**src/rtl/pugm_pkg.sv**
```systemverilog
package pugm_pkg;

   // Code point width kept in the map; the map has 2**CODE_BITS entries.
   localparam int CODE_BITS = 16;
   localparam int MAP_DEPTH = 2 ** CODE_BITS;

   localparam int GLYPH_W  = 16;
   localparam int HDR_W    = 16;
   localparam int BPG_W    = 13;
   localparam int OFFSET_W = 29;
   localparam int PROD_W   = GLYPH_W + BPG_W;

   localparam int CSR_IDX_W  = 2;
   localparam int CSR_DATA_W = 16;

   localparam logic [CSR_IDX_W-1:0] CSR_TABLE_PRESENT   = 2'd0;
   localparam logic [CSR_IDX_W-1:0] CSR_GLYPH_COUNT     = 2'd1;
   localparam logic [CSR_IDX_W-1:0] CSR_HEADER_SIZE     = 2'd2;
   localparam logic [CSR_IDX_W-1:0] CSR_BYTES_PER_GLYPH = 2'd3;

   localparam logic [HDR_W-1:0] HEADER_SIZE_RST     = 16'd32;
   localparam logic [BPG_W-1:0] BYTES_PER_GLYPH_RST = 13'd16;

   localparam logic ACTION_FEED   = 1'b0;
   localparam logic ACTION_LOOKUP = 1'b1;

   localparam logic OP_KIND_WRITE  = 1'b0;
   localparam logic OP_KIND_LOOKUP = 1'b1;

   localparam logic [7:0] BYTE_GLYPH_END = 8'hFF;

   // Queue between decoder and map
   localparam int OQ_DEPTH = 4;
   localparam int OQ_PTR_W = 2;
   localparam int OQ_CNT_W = 3;

   // Result queue
   localparam int RQ_DEPTH = 4;
   localparam int RQ_PTR_W = 2;
   localparam int RQ_CNT_W = 3;

   typedef struct packed {
      logic                 kind;
      logic [CODE_BITS-1:0] addr;
      logic [GLYPH_W-1:0]   data;
   } op_type;

   typedef struct packed {
      logic               table_present;
      logic [GLYPH_W-1:0] glyph_count;
      logic [HDR_W-1:0]   header_size;
      logic [BPG_W-1:0]   bytes_per_glyph;
   } cfg_type;

   typedef struct packed {
      logic clearing;
   } stat_type;

endpackage

```
**src/rtl/pugm_front.sv**
```systemverilog
module pugm_front (
   input  logic                      clock,
   input  logic                      reset,
   input  logic                      push,
   output logic                      full,
   input  logic                      req_action,
   input  logic [7:0]                req_table_byte,
   input  logic [15:0]               req_codepoint,
   input  pugm_pkg::stat_type        stat,
   output logic                      op_valid,
   output pugm_pkg::op_type          op,
   input  logic                      op_pop
);
   import pugm_pkg::*;

   logic [GLYPH_W-1:0]   glyph_counter_ff, glyph_counter_in;
   logic [1:0]           bytes_pending_ff, bytes_pending_in;
   logic [CODE_BITS-1:0] partial_code_ff, partial_code_in;

   op_type               oq_mem_ff [OQ_DEPTH];
   logic [OQ_PTR_W-1:0]  oq_wr_ff, oq_wr_in;
   logic [OQ_PTR_W-1:0]  oq_rd_ff, oq_rd_in;
   logic [OQ_CNT_W-1:0]  oq_count_ff, oq_count_in;

   logic   accept;
   logic   enq;
   op_type enq_op;

   assign full   = (oq_count_ff == OQ_CNT_W'(OQ_DEPTH)) || stat.clearing;
   assign accept = push && !full;

   // UTF-8 lead / continuation decode, 0xFF glyph breaks and lookups
   always_comb begin
      glyph_counter_in = glyph_counter_ff;
      bytes_pending_in = bytes_pending_ff;
      partial_code_in  = partial_code_ff;
      enq              = 1'b0;
      enq_op.kind      = OP_KIND_WRITE;
      enq_op.addr      = '0;
      enq_op.data      = glyph_counter_ff;
      if (accept) begin
         if (req_action == ACTION_LOOKUP) begin
            enq         = 1'b1;
            enq_op.kind = OP_KIND_LOOKUP;
            enq_op.addr = req_codepoint[CODE_BITS-1:0];
         end else if (bytes_pending_ff != 2'd0) begin
            partial_code_in  = {partial_code_ff[CODE_BITS-7:0], req_table_byte[5:0]};
            bytes_pending_in = bytes_pending_ff - 2'd1;
            if (bytes_pending_ff == 2'd1) begin
               enq         = 1'b1;
               enq_op.addr = partial_code_in;
            end
         end else if (req_table_byte == BYTE_GLYPH_END) begin
            glyph_counter_in = glyph_counter_ff + GLYPH_W'(1);
         end else if (!req_table_byte[7]) begin
            enq         = 1'b1;
            enq_op.addr = CODE_BITS'(req_table_byte);
         end else if (!req_table_byte[5]) begin
            partial_code_in  = CODE_BITS'(req_table_byte[4:0]);
            bytes_pending_in = 2'd1;
         end else if (!req_table_byte[4]) begin
            partial_code_in  = CODE_BITS'(req_table_byte[3:0]);
            bytes_pending_in = 2'd2;
         end else if (!req_table_byte[3]) begin
            partial_code_in  = CODE_BITS'(req_table_byte[2:0]);
            bytes_pending_in = 2'd3;
         end else begin
            // invalid lead maps code point 0
            enq = 1'b1;
         end
      end
   end

   assign op_valid = (oq_count_ff != '0);
   assign op       = oq_mem_ff[oq_rd_ff];

   always_comb begin
      oq_wr_in    = oq_wr_ff + OQ_PTR_W'(enq);
      oq_rd_in    = oq_rd_ff + OQ_PTR_W'(op_pop);
      oq_count_in = oq_count_ff + OQ_CNT_W'(enq) - OQ_CNT_W'(op_pop);
   end

   always_ff @(posedge clock) begin
      if (reset) begin
         glyph_counter_ff <= '0;
         bytes_pending_ff <= '0;
         partial_code_ff  <= '0;
         oq_wr_ff         <= '0;
         oq_rd_ff         <= '0;
         oq_count_ff      <= '0;
      end else begin
         glyph_counter_ff <= glyph_counter_in;
         bytes_pending_ff <= bytes_pending_in;
         partial_code_ff  <= partial_code_in;
         oq_wr_ff         <= oq_wr_in;
         oq_rd_ff         <= oq_rd_in;
         oq_count_ff      <= oq_count_in;
      end
   end

   always_ff @(posedge clock) begin
      if (enq) begin
         oq_mem_ff[oq_wr_ff] <= enq_op;
      end
   end

   a_oq_bound: assert property (@(posedge clock) disable iff (reset)
      oq_count_ff <= OQ_CNT_W'(OQ_DEPTH))
      else $error("op queue overflow");
   a_no_pop_empty: assert property (@(posedge clock) disable iff (reset)
      op_pop |-> op_valid)
      else $error("op popped from empty queue");
   a_no_accept_clear: assert property (@(posedge clock) disable iff (reset)
      stat.clearing |-> !accept)
      else $error("request accepted during map clear");

endmodule

```
**config.mk**
```make
export PLATFORM = sky130hd
export DESIGN_NAME = pugm_front
export DESIGN_NICKNAME = d
export VERILOG_FILES = /design/src/rtl/pugm_pkg.sv /design/src/rtl/pugm_front.sv
export SDC_FILE = /design/constraint.sdc
export NUM_CORES = 1
export LEC_CHECK = 0
export ABC_AREA = 1
export BUFFER_PORTS_ARGS = -buffer_cell sky130_fd_sc_hd__buf_2
export CORE_ASPECT_RATIO = 0.5
export CORE_MARGIN = 2
export CORE_UTILIZATION = 59
export CTS_CLUSTER_SIZE = 40
export DETAILED_ROUTE_END_ITERATION = 8
export HOLD_SLACK_MARGIN = 0.15
export PLACE_DENSITY = 0.79
export SLEW_MARGIN = 25
export SYNTH_ARGS = -nofsm -noshare
export SYNTH_HDL_FRONTEND = slang
export SYNTH_SLANG_ARGS = --single-unit
```
**constraint.sdc**
```tcl
create_clock -name clock -period 3.6 [get_ports clock]
set_input_delay 0.36 -clock clock [delete_from_list [all_inputs] [get_ports clock]]
set_output_delay 0.36 -clock clock [all_outputs]
set_load 0.1 [all_outputs]
```
; ---- After elaboration in Yosys (flattened, before gate mapping)
; Memories as Yosys holds them, arrays and structs flattened. A register that Yosys moved wholly into a read port is not among the register bits.
; Index checks and enable logic that the tools add are counted.
[word_totals]
mem_count = 1
mem_bits_rw = 132
output_inout_bits = 35
ff_bits = 35
input_bits = 30
word_cells = 59
[classes]
add_sub_neg = 6
muxes = 31
eq_ne = 5
bitwise_logic = 2
n_reduce_logical = 8
[memory_table]
columns = memory, depth, width, rd, rd_clocked_by_memory_dff, write_ports, line_no
row1 = oq_mem_ff, 4, 33, 1, 1, 1, pugm_front.sv:20  ; op_type oq_mem_ff [OQ_DEPTH];
[ops]
columns = cell, n
row1 = $mux 10, 6
row2 = $mux 16, 3
row3 = $mux 17, 1
row4 = $add 16x1->16 const B, 1
row5 = $mux 2, 7
row6 = $mux 7, 2
row7 = $mux 1, 12
row8 = $eq 8x8->1 const B, 1
row9 = $reduce_and 5->1, 1
row10 = $add 2x1->2, 2
row11 = $ne 4x3->1 const B, 1
row12 = $reduce_and 4->1, 1
row13 = $reduce_bool 2->1, 2
row14 = $add 3x1->3, 1
row15 = $eq 3x3->1 const B, 1
row16 = $reduce_bool 3->1, 1
row17 = $sub 3x1->3, 1
row18 = $eq 2x1->1 const B, 1
row19 = $ne 2x2->1 const B, 1
row20 = $not 1->1, 2
row21 = $sub 2x1->2 const B, 1
row22 = $logic_and 1x1->1, 1
row23 = $logic_not 1->1, 1
row24 = $logic_or 1x1->1, 1

; ---- Depth between registers and ports, before layout
; Gate-level depths: netlist of run 1.
[logic_depth]
ltp_word = 10
ltp_mapped = 15
mapped_depth_nobuf = 15

; ---- Worst setup path after synthesis of run 1
; OpenSTA, ideal clock, no wires.
[synth_path]
path_kind = flip-flop to flip-flop
startpoint = register oq_count_ff[1]
endpoint = memory oq_mem_ff[0][0] (netlist name) (enable)
n_path_buf = 0
slack_ns = 0.836
setup_ns = 0.423
t_required_ns = 3.177
arrival_ns = 2.341
period_less_slack_ns = 2.764
path_stages_with_launch = 9
path_cell_list = dfxtp_1 > inv_2 > nand3_4 > nand3_4 > inv_2 > nand2_1 > nand2_1 > inv_1 > nor2_1
[synth_between]
elab_chain_cells = 7
[synth_lines]
columns = element, line_no
row1 = from (decl), pugm_front.sv:23  ; logic [OQ_CNT_W-1:0] oq_count_ff, oq_count_in;
row2 = from (signal assigned), pugm_front.sv:97  ; oq_count_ff <= oq_count_in;
row3 = $eq 3x3->1, pugm_front.sv:29  ; assign full = (oq_count_ff == OQ_CNT_W'(OQ_DEPTH)) || stat.clearing;
row4 = $logic_or 1x1->1, pugm_front.sv:29
row5 = $logic_not 1->1, pugm_front.sv:30  ; assign accept = push && !full;
row6 = $logic_and 1x1->1, pugm_front.sv:30
row7 = $mux 1, pugm_front.sv:41  ; if (accept) begin
row8 = $mux 1, pugm_front.sv:102  ; if (enq) begin
row9 = $mux 1 (implied by the code), pugm_front.sv:103  ; oq_mem_ff[oq_wr_ff] <= enq_op;
row10 = to (decl), pugm_front.sv:20
; No other way between the ends.

==> results.yml, run 1 <==
outcome:
  status: "finished, final reports clean"
cells_and_area:
  diodes: 0
  seqCellArea_um2: 4666
  final_area_um2: 8020
  areaGrowthSynthToFinish_pct: 14.06
  instances_no_fill: 900
  final_util: 0.6854
  fill_cells: 875
  multi_input_area_um2: 2095
  layout-drive-gt1-share: 0.1796
  nNetsFinal: 758
sta:
  fin_skew_ps: 9.797
  setup_tns_ps: 0
  fin_crit_ps: 2826
  setup_viol: 0
  period_share: 0.7851
  setup_ws_ps: 773.6
  relSlewSlack: 0.3318
  fmax_ghz: 0.3538
  hold_viol: 0
  rsz0062_at_grt: "no"
  worst-slew-pin-transition_ps: 1001
  drv_slew: 0
worst_setup_path:
  timing.rr.end: "oq_count_ff[2]"
  crit_required_ps: 3240
  reg2reg_slack_ps: 1130
  reg2reg_from: "bytes_pending_ff[0]"
  crit_end: "op[11]"
  startpoint: "oq_rd_ff[0]"
  crit_type: "register to output pin"
  rr_worst_depth: 15
  crit_arrival_ps: 2470
  end_kind: "output pin"
  setup.worst_path.start_class: "register"
  crit_fanout: 45
clocking:
  ctsResizeCount: 0
  path_clk_slew_ps: 60
  cts_hold_buffers: 0
  cts_root_buf: "clkbuf_16"
  cts_buffers: 17
  cts_tree: "done"
  cts_setup_buffers: 0
  ctsHtreeMaxLevel: 4
  clock_sinks: 167
  clk_path_buf_depth: 2
  clock_latency_ps: 410
logic_synthesis:
  syn-num-nets: 696
  synth_top_area_frac: 0.5637
  ys_seq_area_frac: 0.6633
  yosys_most_used_dff: "edfxtp_1"
  synth-edff-count: 132
  synth_commonest_cells: "edfxtp_1 (132), nor2_1 (119), nand2_1 (107)"
  postSynthAreaPerCell_um2: 10.65
  ys_ff_latch: 167
  synth_area_leaders: "edfxtp_1 (56%), dfxtp_1 (10%), nor2_1 (6.4%)"
  synth.most_common_cell: "edfxtp_1"
  ys_warn_count: 0
  ys_types: 32
  syn_area_um2: 7032
  syn_inst: 660
  yosysTopAreaCell: "edfxtp_1"
  async_reset_ff_frac: 0
place:
  detailedPlace.worstSlack_ps: 1120
  placedCellCount: 868
  dpl_cell_area_um2: 7487
  gp_congestion: 0.9509
  post-dp-hpwl_um: 8906
  portBuffers: 64
floorplanning:
  die_h_um: 81.20
  row_count: 28
  core_um2: 11700
  start_util: 0.6009
  die_w_um: 158.4
  io_pins: 65
  die_area_um2: 12860
power_and_ir_drop:
  peakVddDrop_uv: 431.4
  cellPowerDensity_nw_per_um2: 625.8
  p_leak_uw: 0.002865
routing:
  wirelength_um: 14770
  wl_per_cell_um: 16.41
  drc: 0
  firstDrtPassIters: 5
  drtAntennaViolNets: 0
  drt_iter0_markers: 408
  vias: 5007
  via_per_inst: 5.563
min_path:
  hp-class: "primary input to register"
  whs_path_depth: 3
grt:
  grt_max_degree: 46
  grt_usage: 0.2417
  grt_pass1_vias: 4566
  antenna_found_initial: 0
  grt_pass1_wl_um: 22980
  globalRouteOverflowTotal: 0
flow_run:
  drv_cap: 0
[power breakdown]
| group | switching [µW] | internal (µW) | leakage, µW | total [µW] |
|---|---|---|---|---|
| Clock | 730 | 881 | 0.000256 | 1610 |
| Combinational | 966 | 194 | 0.00117 | 1160 |
| Sequential | 59.7 | 2190 | 0.00143 | 2250 |
[layout make-up]
| class | instances | area share |
|---|---|---|
| sequential | 167 | 0.5817 |
| multi-input combinational | 428 | 0.2612 |
| clock buffer | 17 | 0.05304 |
| timing repair buffer | 72 | 0.04743 |
| tap | 165 | 0.02574 |
| inverter | 36 | 0.01747 |
| clock inverter | 15 | 0.01342 |
[critical path, stage by stage, from the launching register on]
cell and delay (ps):
dfxtp_2 840, buf_4 390, o21ai_0 130, o22ai_1 200, buf_2 460
[routing by layer]
metal | up-vias | GRT usage | share of wire
li1 | 2427 | - | -
met4 | 0 | 0.08018 | 0.011
met3 | 14 | 0.06190 | 0.080
met1 | 2373 | 0.3257 | 0.44
met5 | - | 0 | 0
met2 | 193 | 0.3900 | 0.47
[registers in the layout (all words and copies together), names as in the netlist]
signal and cells:
oq_wr_ff 2, glyph_counter_ff 16, partial_code_ff 10, oq_rd_ff 2, oq_mem_ff 132, oq_count_ff 3
bytes_pending_ff 2
[worst min-delay path by stage]
stage                       startpoint                 end  slack, ps
global route         req_table_byte[0]  partial_code_ff[0]        250
global placement    partial_code_ff[6]  partial_code_ff[6]        480
finish               req_table_byte[0]  partial_code_ff[0]        250
floorplan           partial_code_ff[4]  partial_code_ff[4]        470
detailed placement  partial_code_ff[9]  partial_code_ff[9]        480
CTS                  req_table_byte[0]  partial_code_ff[0]        230
[placed cells by master, fill, tap and decap left out, drive strengths merged]
cell type and count:
edfxtp 132, a32oi 1, xnor2 4, nand3b 1
nand3 31, fa 1, clkbuf 17, clkinvlp 3
o21ai 77, o22ai 33, ha 5, nand4 7
clkinv 11, xor2 4, nand2 109, a31oi 1
inv 37, buf 72, nor2 133, dfxtp 35
nor3 1, a21oi 20
[metrics by stage]
step,hold slack [ps],power (µW)
after CTS,230.7,5041
after global placement,477.6,3431
final,245.3,5019
after detailed placement,482.9,3445
after floorplan,465.6,3237
after global routing,246.0,5192
[logic make-up (layout without fill, tap and decap cells)]
logic type / after synthesis / count (layout) / share of synthesized area
AND/OR/NAND/NOR: 282 / 282 / 0.1742
flip-flops: 167 / 167 / 0.6633
AO/OA/AOI/OAI: 132 / 132 / 0.1005
buffers and inverters: 65 / 140 / 0.04021
XOR/XNOR: 8 / 8 / 0.009963
adder cells (fa/ha/maj): 6 / 6 / 0.01174
Note: power is estimated with default switching activity, not from simulation.
==> run 2: changes to the inputs <==
--- a/config.mk
+++ b/config.mk
@@ -9,11 +9,11 @@
 export BUFFER_PORTS_ARGS = -buffer_cell sky130_fd_sc_hd__buf_2
 export CORE_ASPECT_RATIO = 0.5
 export CORE_MARGIN = 2
-export CORE_UTILIZATION = 59
+export CORE_UTILIZATION = 53
 export CTS_CLUSTER_SIZE = 40
 export DETAILED_ROUTE_END_ITERATION = 8
 export HOLD_SLACK_MARGIN = 0.15
-export PLACE_DENSITY = 0.79
+export PLACE_DENSITY = 0.75
 export SLEW_MARGIN = 25
 export SYNTH_ARGS = -nofsm -noshare
 export SYNTH_HDL_FRONTEND = slang
==> constraint.sdc (replaced) <==
create_clock -name clock -period 2.4 [get_ports clock]
set_input_delay 0.24 -clock clock [delete_from_list [all_inputs] [get_ports clock]]
set_output_delay 0.24 -clock clock [all_outputs]
set_load 0.1 [all_outputs]
==> results.yml, run 2 (same netlist as run 1, synthesis figures left out) <==
floorplanning:
  die_area_um2: 14260
  die_w_um: 166.9
  io_pins: 65
  start_util: 0.5490
  die_h_um: 85.45
  row_count: 29
  core_um2: 12810
cells_and_area:
  nNetsFinal: 769
  instances_no_fill: 916
  areaGrowthSynthToFinish_pct: 20.66
  final_common_cell: "edfxtp_1"
  regMostFlops: "oq_mem_ff"
  final_util: 0.6624
  mostFrequentLayoutCells: "edfxtp_1 (132), nor2_1 (114), nand2_1 (106), o21ai_0 (76), buf_2 (62)"
  diodes: 0
  fill_cells: 948
  reg.largest.list: "oq_mem_ff: 132 flops, glyph_counter_ff: 16 flops, partial_code_ff: 10 flops"
  largest_register_ff_count: 132
  layout-drive-gt1-share: 0.2399
routing:
  wirelength_um: 15430
  drtAntennaViolNets: 0
  wl_per_cell_um: 16.85
  drt_iter0_markers: 375
  vias: 5040
  firstDrtPassIters: 5
  drc: 0
  via_per_inst: 5.502
grt:
  globalRouteOverflowTotal: 0
  grt_max_degree: 49
  grt_usage: 0.2281
  grt_pass1_vias: 4904
  antenna_found_initial: 0
  grt_pass1_wl_um: 24870
sta:
  drv_slew: 0
  fmax_ghz: 0.4444
  fin_crit_ps: 2250
  fin_skew_ps: 11.80
  setup_viol: 0
  relSlewSlack: 0.5277
  hold_viol: 0
  worst-slew-pin-transition_ps: 707.7
  holdWs_ps: 168.2
  rsz0062_at_grt: "no"
  period_share: 0.9377
worst_setup_path:
  crit_required_ps: 2750
  setup.worst_path.start_class: "primary input"
  cp_top_family: "buffers and inverters"
  slowest_stage: "dlygate4sd3_1"
  path_cells: "dlygate4sd3_1 -> buf_2 -> nand2_2 -> nor2_2 -> nand3_1 -> nand3_1 -> nand2_1 -> inv_1 -> ha_1 -> inv_1 -> ha_1 -> inv_1 -> fa_1 -> xor2_1 -> o21ai_1 -> a21oi_1"
  cp_num_buf_inv: 5
  end_kind: "register"
  crit_fanout: 3
  crit_type: "primary input to register"
  crit_arrival_ps: 2610
  critPathMostFrequentCell: "inv_1"
  max_stage_delay_ps: 530
power_and_ir_drop:
  cellPowerDensity_nw_per_um2: 936.4
  p_int_uw: 5150
  switching_share: 0.3517
  pwr-share-clk: 0.336
  comb_power_share: 0.242
  peakVddDrop_uv: 557.2
  p_sw_uw: 2794
  p_leak_uw: 0.003050
  seq_power_share: 0.422
clocking:
  clock_latency_ps: 430
  cts_root_buf: "clkbuf_16"
  clock_sinks: 167
  cts_setup_buffers: 0
  path_clk_slew_ps: 70
  cts_tree: "done"
  cts_buffers: 17
  ctsHtreeMaxLevel: 4
  clk_path_buf_depth: 2
place:
  post-dp-hpwl_um: 9766
  gp_congestion: 0.9071
  placedCellCount: 881
  portBuffers: 64
flow_run:
  drv_cap: 0
min_path:
  hp-class: "primary input to register"
outcome:
  status: "finished, final reports clean"
run 2: cell types whose count changed in the layout (fill, tap and decap cells not counted), sizes merged:
cell         before  now
dlygate4sd3       0    3
inv              37   45
clkbuf           17   19
bufinv            0    1
buf              72   78
clkinv           11    2
run 2: metal layers:
layer  vias to the layer above  global-route usage  share of wire
li1                       2442                   -              -
met1                      2380              0.3030           0.44
met2                       193              0.3711           0.47
met3                        25             0.05644          0.075
met4                         0             0.08229          0.016
met5                         -                   0              0
run 2: worst min-delay path: cells and delay by family:
| kind | cells | cell delay [ps] |
|---|---|---|
| buffers and inverters | 1 | 80 |
| and+or+nand+nor | 2 | 140 |
run 2: cell type report:
| type | count | area [µm²] | share of cell area |
|---|---|---|---|
| clock buffer | 17 | 425.4 | 0.05014 |
| clock inverter | 15 | 158.9 | 0.01873 |
| inverter | 36 | 140.1 | 0.01652 |
| multi-input combinational | 428 | 2316 | 0.2730 |
| sequential | 167 | 4668 | 0.5502 |
| tap | 170 | 212.7 | 0.02507 |
| timing repair buffer | 83 | 563.0 | 0.06636 |
run 2: timing repair:
action | CTS | global route
resized for setup | 0 | 8
hold buffers | 3 | 0
endpoints found under the hold margin | 6 | 0
endpoints found under the setup margin | 0 | 11
run 2: final timing paths:
| path | from | endpoint | slack [ps] | cells after the start |
|---|---|---|---|---|
| max | req_table_byte[0] | oq_count_ff[2] | 150 | 16 |
| min | req_codepoint[14] | oq_mem_ff[1][30] | 170 | 3 |
| max reg2reg | oq_count_ff[1] | oq_count_ff[2] | 200 | 15 |
| min reg2reg | partial_code_ff[9] | partial_code_ff[9] | 490 | 2 |
run 2: through the flow:
step / worst slack, ps / TNS, ps / power [µW] / area, µm²
finish: 149.5 / 0 / 7945 / 8484
global route: 1.644 / 0 / 8210 / 8484
CTS: 39.58 / 0 / 7974 / 8472
detailed placement: 96.54 / 0 / 5322 / 7858
global placement: 129.0 / 0 / 5292 / 7858
floorplan: -364.2 / -48070 / 4935 / 7238
run 2: power groups by stage:
stage	Sequential [µW]	Clock (µW)	Combinational [µW]
finish	3350	2670	1920
global route	3370	2820	2020
CTS	3350	2700	1920
detailed placement	3410	0	1910
global placement	3410	0	1890
floorplan	3400	0	1540
